[src/sv/dlwb_pkg.sv]
// dlwb_pkg: shared codes, field widths and the brightness-to-duty table
// for the dual LED warning blink driver; no dependencies
`default_nettype none
package dlwb_pkg;

  localparam int unsigned TimeW   = 32;  // now_ms and time_left
  localparam int unsigned PeriodW = 13;  // blink period in ms
  localparam int unsigned SecW    = 17;  // warning thresholds
  localparam int unsigned DutyW   = 10;
  localparam int unsigned StepW   = 4;
  localparam int unsigned CfgW    = 17;
  localparam int unsigned CfgAddrW = 3;
  localparam int unsigned InDataW  = 72;
  localparam int unsigned OutDataW = 24;

  // item kinds carried on in_tuser
  typedef enum logic [1:0] {
    FUNC_TICK      = 2'd0,
    FUNC_SET_ONE   = 2'd1,
    FUNC_SET_BOTH  = 2'd2,
    FUNC_COUNTDOWN = 2'd3
  } func_t;

  // manual LED modes, code 3 is stored but acts as off
  localparam logic [1:0] MODE_OFF   = 2'd0;
  localparam logic [1:0] MODE_ON    = 2'd1;
  localparam logic [1:0] MODE_BLINK = 2'd2;

  // register indexes on the config port
  localparam logic [CfgAddrW-1:0] REG_AUTO_WARN    = 3'd0;
  localparam logic [CfgAddrW-1:0] REG_WARN_SEC     = 3'd1;
  localparam logic [CfgAddrW-1:0] REG_WARN_FAST    = 3'd2;
  localparam logic [CfgAddrW-1:0] REG_ACTIVE_LOW   = 3'd3;
  localparam logic [CfgAddrW-1:0] REG_ALT_ENABLE   = 3'd4;
  localparam logic [CfgAddrW-1:0] REG_BLINK_PERIOD = 3'd5;
  localparam logic [CfgAddrW-1:0] REG_BRIGHTNESS   = 3'd6;

  localparam logic [PeriodW-1:0] SLOW_PERIOD = 13'd500;
  localparam logic [PeriodW-1:0] FAST_PERIOD = 13'd150;
  localparam logic [DutyW-1:0]   FULL_DUTY   = 10'd1023;
  localparam logic [DutyW:0]     LAST_DUTY_INIT = 11'd2047;

  // round(step^2 * 220 / 225), with full scale at the top step
  function automatic logic [DutyW-1:0] level_duty(input logic [StepW-1:0] step);
    logic [DutyW-1:0] d;
    case (step)
      4'd0:    d = 10'd0;
      4'd1:    d = 10'd1;
      4'd2:    d = 10'd4;
      4'd3:    d = 10'd9;
      4'd4:    d = 10'd16;
      4'd5:    d = 10'd24;
      4'd6:    d = 10'd35;
      4'd7:    d = 10'd48;
      4'd8:    d = 10'd63;
      4'd9:    d = 10'd79;
      4'd10:   d = 10'd98;
      4'd11:   d = 10'd118;
      4'd12:   d = 10'd141;
      4'd13:   d = 10'd165;
      4'd14:   d = 10'd192;
      default: d = FULL_DUTY;
    endcase
    return d;
  endfunction

endpackage
`default_nettype wire

[src/sv/dlwb_serial_mod.sv]
// dlwb_serial_mod: bit-serial restoring remainder of a time value by a period
// one dividend bit per cycle; depends on dlwb_pkg
`default_nettype none
module dlwb_serial_mod (
  input  wire logic                              clk,
  input  wire logic                              rst_n,
  input  wire logic                              start,
  input  wire logic [dlwb_pkg::TimeW-1:0]        dividend,
  input  wire logic [dlwb_pkg::PeriodW-1:0]      divisor,
  output logic                                   done,
  output logic [dlwb_pkg::PeriodW-1:0]           remainder
);

  localparam int unsigned CntW = $clog2(dlwb_pkg::TimeW);

  logic                          busy_r;
  logic                          done_r;
  logic [CntW-1:0]               cnt_r;
  logic [dlwb_pkg::TimeW-1:0]    dvd_r;
  logic [dlwb_pkg::PeriodW-1:0]  dsr_r;
  logic [dlwb_pkg::PeriodW-1:0]  rem_r;
  logic [dlwb_pkg::PeriodW-1:0]  rem_nxt;
  logic [dlwb_pkg::PeriodW:0]    trial;

  // shift in the next dividend bit, subtract when it fits
  always_comb begin
    trial = {rem_r, dvd_r[dlwb_pkg::TimeW-1]};
    if (trial >= {1'b0, dsr_r}) begin
      rem_nxt = dlwb_pkg::PeriodW'(trial - {1'b0, dsr_r});
    end else begin
      rem_nxt = trial[dlwb_pkg::PeriodW-1:0];
    end
  end

  always_ff @(posedge clk) begin
    if (!rst_n) begin
      busy_r <= 1'b0;
      done_r <= 1'b0;
      cnt_r  <= '0;
    end else begin
      done_r <= 1'b0;
      if (start) begin
        busy_r <= 1'b1;
        cnt_r  <= '0;
        dvd_r  <= dividend;
        dsr_r  <= divisor;
        rem_r  <= '0;
      end else if (busy_r) begin
        rem_r <= rem_nxt;
        dvd_r <= {dvd_r[dlwb_pkg::TimeW-2:0], 1'b0};
        cnt_r <= cnt_r + 1'b1;
        if (cnt_r == CntW'(dlwb_pkg::TimeW - 1)) begin
          busy_r <= 1'b0;
          done_r <= 1'b1;
        end
      end
    end
  end

  assign done      = done_r;
  assign remainder = rem_r;

endmodule
`default_nettype wire

[src/sv/dual_led_warning_blink_driver.sv]
// dual_led_warning_blink_driver: top level, item decode, LED state, duty output
// depends on dlwb_pkg and dlwb_serial_mod
//
// usage:
//   input beats arrive on in_tvalid/in_tready with the item kind on in_tuser
//   (tick, set one LED, set both LEDs, countdown update). set and countdown
//   beats only update internal state. a tick beat yields exactly one output
//   beat holding both LED duties, their changed flags and the warning flags.
//   a tick runs the millisecond time through a bit-serial remainder unit, one
//   bit per cycle; the remainder passes through the S_OUT state into the output
//   register, and the next beat is taken right after the result is loaded there.
//   in_tready is low while a tick is in the divider or waiting for the output
//   register; the output register holds its beat while out_tready is low, and
//   a finished tick waits there until the held beat is taken.
//   the config port writes one register per cycle with cfg_we and is meant to
//   be used only while no tick is outstanding.
//   reset (rst_n low, synchronous) returns all registers to their defaults,
//   both LEDs to off, clears the warning override and marks both last duties
//   invalid so the first tick reports a change on each LED; in_tready stays
//   low while rst_n is low.
`default_nettype none
module dual_led_warning_blink_driver (
  input  wire logic                               clk,
  input  wire logic                               rst_n,
  // config port
  input  wire logic                               cfg_we,
  input  wire logic [dlwb_pkg::CfgAddrW-1:0]      cfg_addr,
  input  wire logic [dlwb_pkg::CfgW-1:0]          cfg_wdata,
  // input stream
  input  wire logic                               in_tvalid,
  output logic                                    in_tready,
  input  wire logic [dlwb_pkg::InDataW-1:0]       in_tdata,  // led_index, led_state[2],
                                                              // time_left[32], now_ms[32]
  input  wire logic [1:0]                         in_tuser,  // func
  // result stream
  output logic                                    out_tvalid,
  input  wire logic                               out_tready,
  output logic [dlwb_pkg::OutDataW-1:0]           out_tdata  // first_duty[10], first_changed,
                                                              // second_duty[10], second_changed,
                                                              // warning_active, warning_fast
);

  typedef enum logic [1:0] {
    S_IDLE,
    S_DIV,
    S_OUT
  } state_t;

  state_t state_r, state_nxt;

  // config registers
  logic                            auto_warn_r;
  logic [dlwb_pkg::SecW-1:0]       warn_sec_r;
  logic [dlwb_pkg::SecW-1:0]       warn_fast_sec_r;
  logic                            active_low_r;
  logic                            alt_en_r;
  logic [dlwb_pkg::PeriodW-1:0]    blink_period_r;
  logic [dlwb_pkg::StepW-1:0]      bright_step_r;

  // LED state
  logic [1:0]                      mode_r [2];
  logic                            ovr_on_r;
  logic                            ovr_steady_r;
  logic                            ovr_fast_r;
  logic                            alt_cancel_r;
  logic [dlwb_pkg::DutyW:0]        last_duty_r [2];
  logic [dlwb_pkg::PeriodW-1:0]    period_r;

  logic                            out_valid_r;
  logic [dlwb_pkg::OutDataW-1:0]   out_data_r;

  // input fields
  dlwb_pkg::func_t                 in_func;
  logic                            in_led_index;
  logic [1:0]                      in_led_state;
  logic [dlwb_pkg::TimeW-1:0]      in_time_left;
  logic [dlwb_pkg::TimeW-1:0]      in_now_ms;
  logic                            in_fire;

  assign in_func      = dlwb_pkg::func_t'(in_tuser);
  assign in_led_index = in_tdata[0];
  assign in_led_state = in_tdata[2:1];
  assign in_time_left = in_tdata[34:3];
  assign in_now_ms    = in_tdata[66:35];
  assign in_fire      = in_tvalid && in_tready;

  // countdown window decode
  logic cd_in_window;
  logic cd_zero;
  logic cd_fast;
  assign cd_in_window = auto_warn_r && !in_time_left[dlwb_pkg::TimeW-1] &&
                        (in_time_left[dlwb_pkg::TimeW-2:0] <=
                         (dlwb_pkg::TimeW-1)'(warn_sec_r));
  assign cd_zero = (in_time_left == '0);
  assign cd_fast = (in_time_left[dlwb_pkg::TimeW-2:0] <=
                    (dlwb_pkg::TimeW-1)'(warn_fast_sec_r));

  // period used by this tick: override forces 500 or 150 ms on both LEDs
  logic [dlwb_pkg::PeriodW-1:0] tick_period;
  assign tick_period = ovr_on_r ? (ovr_fast_r ? dlwb_pkg::FAST_PERIOD
                                              : dlwb_pkg::SLOW_PERIOD)
                                : blink_period_r;

  logic                          div_start;
  logic                          div_done;
  logic [dlwb_pkg::PeriodW-1:0]  div_rem;

  assign div_start = in_fire && (in_func == dlwb_pkg::FUNC_TICK);

  dlwb_serial_mod u_mod (
    .clk       (clk),
    .rst_n     (rst_n),
    .start     (div_start),
    .dividend  (in_now_ms),
    .divisor   (tick_period),
    .done      (div_done),
    .remainder (div_rem)
  );

  // duty computation once the remainder is in
  logic                          phase0, phase1;
  logic [1:0]                    eff_mode [2];
  logic                          lit [2];
  logic [dlwb_pkg::DutyW-1:0]    duty [2];
  logic [dlwb_pkg::DutyW-1:0]    level;
  logic                          changed [2];
  logic                          out_free;

  assign level  = dlwb_pkg::level_duty(bright_step_r);
  assign phase0 = (period_r != '0) &&
                  (div_rem < {1'b0, period_r[dlwb_pkg::PeriodW-1:1]});
  assign phase1 = phase0 ^ (alt_en_r && !alt_cancel_r);

  always_comb begin
    for (int i = 0; i < 2; i++) begin
      if (ovr_on_r) begin
        eff_mode[i] = ovr_steady_r ? dlwb_pkg::MODE_ON : dlwb_pkg::MODE_BLINK;
      end else begin
        eff_mode[i] = mode_r[i];
      end
    end
    lit[0] = (eff_mode[0] == dlwb_pkg::MODE_ON) ||
             ((eff_mode[0] == dlwb_pkg::MODE_BLINK) && phase0);
    lit[1] = (eff_mode[1] == dlwb_pkg::MODE_ON) ||
             ((eff_mode[1] == dlwb_pkg::MODE_BLINK) && phase1);
    for (int i = 0; i < 2; i++) begin
      duty[i] = lit[i] ? level : '0;
      // inverting a 10-bit duty is full scale minus duty
      if (active_low_r) duty[i] = ~duty[i];
      changed[i] = ({1'b0, duty[i]} != last_duty_r[i]);
    end
  end

  assign out_free = !out_valid_r || out_tready;

  always_comb begin
    state_nxt = state_r;
    unique case (state_r)
      S_IDLE: if (div_start) state_nxt = S_DIV;
      S_DIV:  if (div_done) state_nxt = S_OUT;
      S_OUT:  if (out_free) state_nxt = S_IDLE;
      default: state_nxt = S_IDLE;
    endcase
  end

  always_ff @(posedge clk) begin
    if (!rst_n) begin
      state_r         <= S_IDLE;
      auto_warn_r     <= 1'b0;
      warn_sec_r      <= 17'd300;
      warn_fast_sec_r <= 17'd60;
      active_low_r    <= 1'b0;
      alt_en_r        <= 1'b0;
      blink_period_r  <= 13'd1000;
      bright_step_r   <= 4'd15;
      mode_r[0]       <= dlwb_pkg::MODE_OFF;
      mode_r[1]       <= dlwb_pkg::MODE_OFF;
      ovr_on_r        <= 1'b0;
      ovr_steady_r    <= 1'b0;
      ovr_fast_r      <= 1'b0;
      alt_cancel_r    <= 1'b0;
      last_duty_r[0]  <= dlwb_pkg::LAST_DUTY_INIT;
      last_duty_r[1]  <= dlwb_pkg::LAST_DUTY_INIT;
      out_valid_r     <= 1'b0;
    end else begin
      state_r <= state_nxt;

      // register writes
      if (cfg_we) begin
        unique case (cfg_addr)
          dlwb_pkg::REG_AUTO_WARN:    auto_warn_r     <= cfg_wdata[0];
          dlwb_pkg::REG_WARN_SEC:     warn_sec_r      <= cfg_wdata[dlwb_pkg::SecW-1:0];
          dlwb_pkg::REG_WARN_FAST:    warn_fast_sec_r <= cfg_wdata[dlwb_pkg::SecW-1:0];
          dlwb_pkg::REG_ACTIVE_LOW:   active_low_r    <= cfg_wdata[0];
          dlwb_pkg::REG_ALT_ENABLE: begin
            alt_en_r     <= cfg_wdata[0];
            alt_cancel_r <= 1'b0;
          end
          dlwb_pkg::REG_BLINK_PERIOD: blink_period_r  <= cfg_wdata[dlwb_pkg::PeriodW-1:0];
          dlwb_pkg::REG_BRIGHTNESS:   bright_step_r   <= cfg_wdata[dlwb_pkg::StepW-1:0];
          default: ;
        endcase
      end

      // state-only items
      if (in_fire) begin
        unique case (in_func)
          dlwb_pkg::FUNC_SET_ONE: begin
            mode_r[in_led_index] <= in_led_state;
            if (in_led_state != dlwb_pkg::MODE_BLINK) alt_cancel_r <= 1'b1;
          end
          dlwb_pkg::FUNC_SET_BOTH: begin
            mode_r[0] <= in_led_state;
            mode_r[1] <= in_led_state;
            if (in_led_state != dlwb_pkg::MODE_BLINK) alt_cancel_r <= 1'b1;
          end
          dlwb_pkg::FUNC_COUNTDOWN: begin
            ovr_on_r <= cd_in_window;
            // steady/fast flags keep their old values outside the window
            if (cd_in_window) begin
              ovr_steady_r <= cd_zero;
              ovr_fast_r   <= !cd_zero && cd_fast;
            end
          end
          dlwb_pkg::FUNC_TICK: period_r <= tick_period;
          default: ;
        endcase
      end

      // load the result beat, or drop the one just taken
      if (state_r == S_OUT && out_free) begin
        out_valid_r    <= 1'b1;
        out_data_r     <= {ovr_on_r && !ovr_steady_r && ovr_fast_r, ovr_on_r,
                           changed[1], duty[1], changed[0], duty[0]};
        last_duty_r[0] <= {1'b0, duty[0]};
        last_duty_r[1] <= {1'b0, duty[1]};
      end else if (out_tready) begin
        out_valid_r    <= 1'b0;
      end
    end
  end

  assign in_tready  = rst_n && (state_r == S_IDLE);
  assign out_tvalid = out_valid_r;
  assign out_tdata  = out_data_r;

endmodule
`default_nettype wire

[config.mk]
export PLATFORM = sky130hd
export DESIGN_NAME = dual_led_warning_blink_driver
export DESIGN_NICKNAME = d
export VERILOG_FILES = /design/src/sv/dlwb_pkg.sv /design/src/sv/dlwb_serial_mod.sv /design/src/sv/dual_led_warning_blink_driver.sv
export SDC_FILE = /design/constraint.sdc
export NUM_CORES = 1
export LEC_CHECK = 0
export BUFFER_PORTS_ARGS = -buffer_cell sky130_fd_sc_hd__buf_2
export CAP_MARGIN = 15
export CORE_ASPECT_RATIO = 0.9
export CORE_MARGIN = 2
export CORE_UTILIZATION = 45
export DETAILED_ROUTE_END_ITERATION = 10
export PLACE_DENSITY_LB_ADDON = 0.08
export SYNTH_ARGS = -nofsm -noshare
export SYNTH_HDL_FRONTEND = slang
export SYNTH_HIERARCHICAL = 1
export SYNTH_SLANG_ARGS = --single-unit
[constraint.sdc]
create_clock -name clk -period 3.3 [get_ports clk]
set_clock_uncertainty 0.05 [all_clocks]
set_input_delay 0.33 -clock clk [delete_from_list [all_inputs] [get_ports clk]]
set_output_delay 0.33 -clock clk [all_outputs]
set_load 0.005 [all_outputs]
==> results.ini <==
[status]
status=complete, no violations

[yosys]
synthArstFlopShare_pct=0
synth_edf_count=116
yosysUniqueCellTypes=74
syn-instance-count=1046
syn-cell-area_sq_um=10400
ys.flop_type=edfxtp_1
yosysTopAreaCell=edfxtp_1
syn_avg_cell_area_sq_um=9.92
yosysWarningCount=6
synth_top_area_share_pct=33.6
synth_nets=1216
synth_area_leaders=edfxtp_1, dfxtp_1, ha_1, nand2_1, a21oi_1
seq_area_frac_synth_pct=48.4
ys_ff_latch=193

[sta]
maxSlewHeadroom_pct=31.7
hold_viol=0
finalSetupTns_ps=0
tightest_slew_ps=1020
min_period_over_period_pct=93.1
setup_viol=0
rsz0062_at_grt=no
finalMaxSlewViolations=0
fmax_mhz=326
min_period_ps=3070
hold_slack_ps=90.7

[cells_and_area]
finalNetCount=1331
multi_input_area_sq_um=4840
drive_above_1_share_pct=19.8
areaGrowthSynthToFinish_pct=14.7
nFillCells=2087
seq_area_sq_um=5030
n_antenna_cell=0
final_common_cell=nand2_1
utilization_pct=52.7
layout_common_cells=nand2_1, buf_2, edfxtp_1, a21oi_1, inv_1

[detailed_routing]
via_per_inst=5.29
route.detailed.drc=0
totalWireLength_mm=23.1
num_vias=7781
ant_nets=0
first_pass_iters=5
wl_per_cell_um=15.7
drtIter0Drc=438

[global_route]
antenna_found_initial=0
grt_use_met2_pct=30.2
top_usage_layer=met2
grt_remaining_overflow=0
met1_usage_pct=28.9
grt_pass1_wl_mm=37.8
grt.met3_usage_pct=3.57
grt_max_degree=45
grt_pass1_vias=7436
track_usage_pct=19.6

[power]
p_seq_share_pct=51.4
ir_drop_mv=0.292
powerDensity_nw_per_um2=433
p_int_mw=3.83
p_clk_share_pct=39.3
switching_power_mw=1.32
power_frac_comb_pct=9.4
switching_share_pct=25.7
leakage_nw=4.79

[floorplan]
io_pins=125
core_area_sq_um=22600
die-area_sq_um=24300
die_y_um=148
rows=52
initial_core_util_pct=46.0
die_w_um=164

[clock_network]
cts_tree=yes
cts_made_buffers=17
cts.path.max_buffers=2
cts.sinks=193
root_buffer=clkbuf_16
clk_latency_ps=430
path_clk_slew_ps=80
hold_buffers=0
cts_htree_levels=4

[worst_setup_path]
crit_chain=ha_1 -> a21o_1 -> a211o_1 -> a211oi_2 -> o211ai_1 -> o211ai_4 -> a21oi_1 -> a2111o_1 -> nor4b_2 -> nand4_1
cpPeakStageDelay_ps=450
critPathLaunchType=register
critPathArrivalTime_ps=3200
crit_path_top_delay_cell=a2111o_1
worstSetupPathType=reg -> reg
crit_required_ps=3420
critPathMaxFanout=6
endpoint_kind=register

[placed_design]
place_hpwl_mm=16.9
routabilityCongestion=0.830
io_buffers=119

[min_path]
hold_path.class=in -> reg

[run]
cap_violations=0

[power by group through the flow]
stage               registers, mW  logic, mW  clock network (mW)
floorplan                    2.67      0.327                   0
global placement             2.70      0.474                   0
detailed placement           2.70      0.478                   0
CTS                          2.64      0.481                2.08
global route                 2.65      0.549                2.17
finish                       2.64      0.483                2.02
[flip-flops by register name (all words and copies together), names as in the netlist, 9 cells and up]
register         flops
warn_fast_sec_r     17
level                9
period_r            13
warn_sec_r          17
last_duty_r         19
u_mod/dvd_r         32
u_mod/remainder     13
out_tdata           22
blink_period_r      13
u_mod/dsr_r         13
[layout make-up]
type                    count  share of cell area, %
repair buffers            138                   6.31
clock buffers              18                   3.61
flip-flops and latches    193                   42.2
inverters                  90                   2.84
clock inverters            14                   1.21
well taps                 297                   3.12
multi-input cells         721                   40.7
[final timing paths]
path,from,end,slack [ps],cells past startpoint
hold / removal,cfg_wdata[14],warn_fast_sec_r[14],90,3
setup / recovery,u_mod/remainder[10],out_tdata[21],230,10
setup reg to reg,u_mod/remainder[10],out_tdata[21],230,10
hold reg to reg,blink_period_r[4],blink_period_r[4],400,2
[cell usage after synthesis (3+ instances only)]
library cell and number:
o21ai_0 27, nor2b_1 22, nand2b_1 28, buf_2 4, a21oi_1 89, o211ai_1 18, nor2_1 45, or4_1 5
xor2_1 4, nor3b_1 3, nand3_1 20, o221ai_1 3, dfxtp_1 77, xnor2_1 26, buf_4 4, a21o_1 14
clkbuf_1 31, a31oi_1 6, mux2_2 33, ha_1 70, and2_1 9, mux2i_1 6, nand2_1 158, and3_1 8
o22ai_1 7, inv_1 87, a21boi_0 3, a211oi_1 9, o21a_1 7, or2_2 10, nor3_1 16, edfxtp_1 116
a211o_1 3, a22oi_1 3, o21ai_1 4, nand4_1 14, nor4_1 10
[critical path: cells and delay by family (launching register included)]
kind | cells | cell delay, ps
compound gates | 7 | 1660
flops | 1 | 420
simple gates | 2 | 400
fa+ha+maj | 1 | 310
[metal layers]
layer,part of all wire (%),up-vias
met5,0,-
met4,0.81,0
li1,-,3953
met2,44,189
met1,50,3628
met3,5.0,11
[repair_timing]
| item | in CTS | in global routing |
|---|---|---|
| buffers inserted | 0 | 4 |
| gates resized for setup | 0 | 1 |
| endpoints found under the setup margin | 0 | 1 |
[cell families (layout without fill, tap and decap cells)]
family	count (synthesis)	after routing	synth area share [%]
AOI/OAI and AO/OA	220	221	13.9
xor gates and xnor gates	32	32	2.97
muxes	40	40	4.38
DFF	193	193	48.4
buffers and inverters	133	260	5.20
and+or+nand+nor	357	357	16.5
adders and majority gates	71	71	8.63
[per-stage QoR]
| step | power (mW) | std cells | cell area (sq um) | setup slack (ps) |
|---|---|---|---|---|
| detailed placement | 3.18 | 1434 | 11300 | 86.7 |
| global placement | 3.17 | 1434 | 11300 | 124 |
| global route | 5.37 | 1471 | 11900 | 41.4 |
| CTS | 5.21 | 1466 | 11900 | 82.9 |
| floorplan | 3.00 | 1046 | 10400 | 467 |
| finish | 5.15 | 1471 | 11900 | 229 |
Note: power is estimated with default switching activity, not from simulation.
